<file path="src/sv/gcdf_pkg.sv">
`default_nettype none

package gcdf_pkg;

	// Field widths
	localparam int OP_W      = 2;
	localparam int ROW_W     = 6;
	localparam int COL_W     = 6;
	localparam int VAL_W     = 16;
	localparam int LVL_W     = 13;
	localparam int DIM_W     = 7;
	localparam int CFG_IDX_W = 2;
	localparam int TDATA_W   = 32;

	// Operation codes carried on s_tuser
	localparam logic [OP_W-1:0] OP_WRITE = 2'd0;
	localparam logic [OP_W-1:0] OP_BUILD = 2'd1;
	localparam logic [OP_W-1:0] OP_READ  = 2'd2;

	// Configuration register indexes
	localparam logic [CFG_IDX_W-1:0] REG_ROWS = 2'd0;
	localparam logic [CFG_IDX_W-1:0] REG_COLS = 2'd1;
	localparam logic [CFG_IDX_W-1:0] REG_SEED = 2'd2;

	// Cell store command
	typedef struct packed {
		logic rd;
		logic wr;
	} cmd_t;

	// Build area and seed handed to the sweep sequencer
	typedef struct packed {
		logic [DIM_W-1:0] rows;
		logic [DIM_W-1:0] cols;
		logic [VAL_W-1:0] seed;
	} sweep_cfg_t;

endpackage

`default_nettype wire

</file>
<file path="src/sv/gcdf_sweep.sv">
`default_nettype none

module gcdf_sweep #(
	parameter int MAX_COLS = 64,
	parameter int AW       = 12
) (
	input  wire logic                       clk,
	input  wire logic                       arst_n,
	input  wire logic                       start,
	input  wire gcdf_pkg::sweep_cfg_t       cfg,
	input  wire logic [gcdf_pkg::VAL_W-1:0] rdata,
	output logic                            busy,
	output logic                            done,
	output logic      [gcdf_pkg::LVL_W-1:0] final_level,
	output gcdf_pkg::cmd_t                  cmd,
	output logic      [AW-1:0]              addr,
	output logic      [gcdf_pkg::VAL_W-1:0] wdata
);
	import gcdf_pkg::*;

	localparam logic [2:0] S_IDLE = 3'd0;
	localparam logic [2:0] S_CRD  = 3'd1;
	localparam logic [2:0] S_CCHK = 3'd2;
	localparam logic [2:0] S_NRD  = 3'd3;
	localparam logic [2:0] S_NWR  = 3'd4;
	localparam logic [2:0] S_PEND = 3'd5;

	logic [2:0]       state_q;
	logic [DIM_W-1:0] r_q;
	logic [DIM_W-1:0] c_q;
	logic [1:0]       dri_q;
	logic [1:0]       dci_q;
	logic [VAL_W-1:0] match_q;
	logic [VAL_W-1:0] level_q;
	logic             filled_q;

	logic [DIM_W:0]   nrr;
	logic [DIM_W:0]   ncc;
	logic [DIM_W-1:0] rr;
	logic [DIM_W-1:0] cc;
	logic             nb_in;
	logic             area_ok;
	logic             last_col;
	logic             last_row;
	logic [DIM_W-1:0] a_row;
	logic [DIM_W-1:0] a_col;

	// Neighbour position, offset by one so nothing goes negative
	assign nrr   = {1'b0, r_q} + {{(DIM_W-1){1'b0}}, dri_q};
	assign ncc   = {1'b0, c_q} + {{(DIM_W-1){1'b0}}, dci_q};
	assign rr    = DIM_W'(nrr - 1'b1);
	assign cc    = DIM_W'(ncc - 1'b1);
	assign nb_in = (nrr != '0) && (nrr <= {1'b0, cfg.rows}) &&
		(ncc != '0) && (ncc <= {1'b0, cfg.cols});

	assign area_ok  = (cfg.rows != '0) && (cfg.cols != '0);
	assign last_col = ({1'b0, c_q} + 1'b1) >= {1'b0, cfg.cols};
	assign last_row = ({1'b0, r_q} + 1'b1) >= {1'b0, cfg.rows};

	// Shared address unit: center cell on the center read, neighbour otherwise
	assign a_row = (state_q == S_CRD) ? r_q : rr;
	assign a_col = (state_q == S_CRD) ? c_q : cc;
	assign addr  = AW'(int'(a_row) * MAX_COLS + int'(a_col));
	assign wdata = level_q;

	// Store commands
	always_comb begin
		cmd = '0;
		case (state_q)
			S_CRD: begin
				cmd.rd = area_ok;
			end
			S_NRD: begin
				cmd.rd = nb_in;
			end
			S_NWR: begin
				cmd.wr = (rdata == '0);
			end
			default: begin
				cmd = '0;
			end
		endcase
	end

	// Sequencer: raster walk, nine neighbours per matching cell, pass loop
	always_ff @(posedge clk or negedge arst_n) begin
		if (!arst_n) begin
			state_q  <= S_IDLE;
			r_q      <= '0;
			c_q      <= '0;
			dri_q    <= '0;
			dci_q    <= '0;
			match_q  <= '0;
			level_q  <= '0;
			filled_q <= 1'b0;
		end else begin
			case (state_q)
				S_IDLE: begin
					if (start) begin
						r_q      <= '0;
						c_q      <= '0;
						dri_q    <= '0;
						dci_q    <= '0;
						match_q  <= cfg.seed;
						level_q  <= VAL_W'(1);
						filled_q <= 1'b0;
						state_q  <= S_CRD;
					end
				end
				S_CRD: begin
					state_q <= area_ok ? S_CCHK : S_PEND;
				end
				S_CCHK, S_NRD, S_NWR: begin
					if (state_q == S_NWR && rdata == '0) begin
						filled_q <= 1'b1;
					end
					if (state_q == S_CCHK && rdata == match_q) begin
						dri_q   <= '0;
						dci_q   <= '0;
						state_q <= S_NRD;
					end else if (state_q == S_NRD && nb_in) begin
						state_q <= S_NWR;
					end else if (state_q != S_CCHK && dci_q != 2'd2) begin
						dci_q   <= dci_q + 1'b1;
						state_q <= S_NRD;
					end else if (state_q != S_CCHK && dri_q != 2'd2) begin
						dci_q   <= '0;
						dri_q   <= dri_q + 1'b1;
						state_q <= S_NRD;
					end else begin
						// Advance to the next cell of the raster
						dri_q <= '0;
						dci_q <= '0;
						if (!last_col) begin
							c_q     <= c_q + 1'b1;
							state_q <= S_CRD;
						end else begin
							c_q <= '0;
							if (!last_row) begin
								r_q     <= r_q + 1'b1;
								state_q <= S_CRD;
							end else begin
								r_q     <= '0;
								state_q <= S_PEND;
							end
						end
					end
				end
				S_PEND: begin
					if (filled_q) begin
						match_q  <= level_q;
						level_q  <= level_q + 1'b1;
						filled_q <= 1'b0;
						r_q      <= '0;
						c_q      <= '0;
						state_q  <= S_CRD;
					end else begin
						state_q <= S_IDLE;
					end
				end
				default: begin
					state_q <= S_IDLE;
				end
			endcase
		end
	end

	assign busy        = (state_q != S_IDLE);
	assign done        = (state_q == S_PEND) && !filled_q;
	assign final_level = level_q[LVL_W-1:0];

	// A neighbour write lands on the address read just before
	a_wr_after_rd: assert property (@(posedge clk) disable iff (!arst_n)
		cmd.wr |-> ($past(cmd.rd) && addr == $past(addr)))
		else $error("neighbour write without matching read");

	// The fill flag rises only after a cell was written
	a_fill_flag: assert property (@(posedge clk) disable iff (!arst_n)
		$rose(filled_q) |-> $past(cmd.wr))
		else $error("fill flag set without a write");

	// Level never drops within a build
	a_level_mono: assert property (@(posedge clk) disable iff (!arst_n)
		(busy && $past(busy)) |-> (level_q >= $past(level_q)))
		else $error("level decreased during build");

endmodule

`default_nettype wire

</file>
<file path="config.mk">
export PLATFORM = sky130hd
export DESIGN_NAME = gcdf_sweep
export DESIGN_NICKNAME = d
export VERILOG_FILES = /design/src/sv/gcdf_pkg.sv /design/src/sv/gcdf_sweep.sv
export SDC_FILE = /design/constraint.sdc
export NUM_CORES = 1
export LEC_CHECK = 0
export CAP_MARGIN = 40
export CORE_ASPECT_RATIO = 2
export CORE_UTILIZATION = 41
export DETAILED_ROUTE_END_ITERATION = 10
export DONT_BUFFER_PORTS = 1
export GPL_TIMING_DRIVEN = 0
export PLACE_DENSITY = 0.63
export SLEW_MARGIN = 20
export SYNTH_ARGS = -nofsm -noshare
export SYNTH_HDL_FRONTEND = slang
export SYNTH_SLANG_ARGS = --single-unit
export TNS_END_PERCENT = 1
</file>
<file path="constraint.sdc">
create_clock -name clk -period 3.8 [get_ports clk]
set_clock_uncertainty 0.1 [all_clocks]
set_input_delay 0.76 -clock clk [delete_from_list [all_inputs] [get_ports clk]]
set_output_delay 0.76 -clock clk [all_outputs]
set_load 0.01 [all_outputs]
</file>
==> reports/qor.yml <==
grt_pass1_wl_um: 20620
drive_gt1_share_pct: 14.66
routed.top_layer: "met4"
cts_tree: "built"
synth_top_flop_cell: "dfrtp_1"
grt_pass1_vias: 4310
avgSynthCellArea_sq_um: 8.428
synth-simple-area-share_pct: 21.15
crit_path_top_delay_cell: "dfrtp_2"
path_buf_inv: 0
post-route-util_pct: 47.73
die_area_sq_um: 11890
cts_root_buf: "clkbuf_16"
syn2layout_area_growth_pct: 12.18
path_cells: "ha_4 -> fa_2 -> or3_4 -> o32ai_4 -> nand2_1 -> xnor2_1 -> nand2_1 -> xnor2_2 -> ha_2 -> ha_2 -> nand2_1 -> nor2_2 -> xnor2_2"
dr_wl_met2_um: 7444
p_leak_nw: 2.538
vias_per_cell: 5.682
postRouteAntennaNets: 0
netlist_instances: 556
total_power_mw: 3.307
synth_top_area_share_pct: 28.84
r2r-end: "r_q[2]"
worstSetupEndpointType: "output port"
critPathArrivalTime_ns: 3.26
met3WireLength_um: 607
worstPathMaxFanout: 4
n_antenna_cell: 0
final-max-slew-violation-count: 0
synth_top_family_by_area: "simple AND/OR/NAND/NOR gates"
wirelength_met1_um: 4456
hold_path.class: "in -> async"
numPortBuffers: 0
antenna_found_initial: 0
core_sq_um: 11010
syn_nets: 650
critPathKind: "reg -> out"
period_minus_slack_ns: 4.118
initial_core_util_pct: 42.55
start_kind: "flip-flop"
syn-cell-area_sq_um: 4686
ys_top_cells_by_count: "54 x dfrtp_1, 51 x nand2_1, 50 x nor2_1, 43 x ha_1, 38 x o21ai_0"
grt-ovfl-total: 0
tightest_slew_ns: 0.8571
final_nets: 666
postSynth.asyncResetShare_pct: 100.0
die_h_um: 153.2
clk_pin_slew_worst_paths_ns: 0.07
synth_adder_area_share_pct: 12.34
hpwl_um: 10310
grt_use_total_pct: 22.06
powerDensity_nw_per_um2: 629.2
status: "finished, violations left"
drtIter0Drc: 157
violations: "setup timing"
dp_cells: 696
stdcell_count: 713
synth_edf_count: 0
grt_max_degree: 55
path_delay_family: "adder cells"
cap_violations: 0
crit_required_ns: 2.94
netlist_top_cells_area: "dfrtp_1 29%, ha_1 11%, xnor2_1 6.4%"
routed_wl_um: 12890
timing_hold_violations_final: 0
routabilityCongestion: 0.8604
muxShareOfSynthArea_pct: 4.993
ys_ff_latch: 54
synth_xor_area_share_pct: 12.07
yosysSeqAreaShare_pct: 28.84
cts_max_level: 2
synth_warnings: 0
route.detailed.drc: 0
cpMostUsedCell: "nand2_1"
slew_headroom_pct: 42.74
fin_ws_ns: -0.3179
vias: 4051
finalSetupTns_ns: -1.392
vdd_drop_max_mv: 0.3899
slowest_delay_ns: 0.43
wl_per_cell_um: 18.08
synth_compound_area_share_pct: 13.48
rsz0062_at_grt: "true"
cts_buffers: 5
reg2reg_from: "dri_q[0]"
clock_latency_ns: 0.30
r2r_slack_ns: 0.30
yosysMostFrequentCell: "dfrtp_1"
holdBufCountCts: 0
dr.pass1.iters: 6
io_pins: 94
yosysUniqueCellTypes: 57
preCtsSetupSlack_ns: -0.5550
die_w_um: 77.60
fmax_mhz: 242.8
clock-sinks: 54
clockBufferDepth: 2
period_share_pct: 108.4
row_count: 54
rr_worst_depth: 14
synth_area_leader_cell: "dfrtp_1"
setup_violations: 6
[kinds of logic after synthesis]
kind of cell,after synthesis
AND/OR/NAND/NOR,199
AO/OA/AOI/OAI,101
buffers and inverters,71
XOR/XNOR,63
flip-flops,54
adder cells (fa/ha/maj),45
multiplexers,23
[final cells by class]
class | count | area [sq um]
Timing Repair Buffer | 10 | 75.07
Clock inverter | 3 | 43.79
Fill cell | 1102 | 5757
Buffer | 38 | 222.7
Multi-Input combinational cell | 431 | 3136
Inverter | 32 | 120.1
Sequential cell | 54 | 1359
Tap cell | 140 | 175.2
Clock buffer | 5 | 125.1
[how the worst max path moves through the flow]
| stage | from | endpoint | cells after the start |
|---|---|---|---|
| after CTS | dci_q[0] | addr[11] | 12 |
| after global routing | dci_q[0] | addr[10] | 13 |
| after detailed placement | r_q[0] | cmd[1] | 13 |
| after global placement | r_q[0] | cmd[1] | 13 |
| final | dci_q[0] | addr[10] | 13 |
| after floorplan | c_q[0] | addr[10] | 13 |
[where the power goes]
part           internal [mW]  leakage (nW)  switching (mW)
Clock                  0.313        0.0842           0.223
Sequential             0.704         0.709           0.115
Combinational          0.791          1.74            1.16
Total                   1.81          2.54            1.50
[stage by stage]
stage,hold slack (ns),cell area (sq um)
global route,0.04383,5256
CTS,0.04310,5172
detailed placement,0.3655,4863
floorplan,0.3644,4688
global placement,0.3657,4863
finish,0.04814,5256
[routing by layer]
| layer | vias to the layer above | GRT usage [%] |
|---|---|---|
| li1 | 1968 | - |
| met1 | 1929 | 20.23 |
| met2 | 126 | 45.81 |
| met3 | 28 | 3.343 |
| met4 | 0 | 8.535 |
| met5 | - | 0 |
[registers in the layout, indices dropped and copies added (netlist names)]
signal / count
match_q: 16
wdata: 16
c_q: 7
r_q: 7
state_q: 3
dci_q: 2
dri_q: 2
filled_q: 1
[what timing repair did]
action	4_1_cts	5_1_grt
gates resized for setup	22	17
buffers inserted	5	5
endpoints found under the hold margin	0	0
pin swaps	7	7
endpoints found under the setup margin	9	10
[placed cells by master, fill, tap and decap left out, types with 4 or more instances in the layout]
master / Yosys / routed
nand2_1: 51 / 51
nand4_1: 7 / 7
clkbuf_16: 0 / 5
xor2_1: 28 / 27
mux2i_1: 20 / 20
o31ai_1: 5 / 5
xnor2_1: 34 / 31
a22o_1: 5 / 5
nor2b_1: 7 / 7
or4_1: 6 / 6
o41ai_1: 5 / 5
buf_4: 14 / 24
and3_1: 8 / 7
nor3_1: 12 / 11
dfrtp_1: 54 / 48
buf_2: 6 / 6
nor2_1: 50 / 48
dfrtp_2: 0 / 6
nor4_1: 7 / 7
o211ai_1: 4 / 4
nor3b_1: 4 / 4
ha_1: 43 / 39
a21oi_1: 23 / 20
clkbuf_1: 15 / 12
o21ai_0: 38 / 38
inv_1: 31 / 30
or3_1: 5 / 4
a21o_1: 6 / 6
nand3_1: 23 / 20
Note: power is estimated with default switching activity, not from simulation.
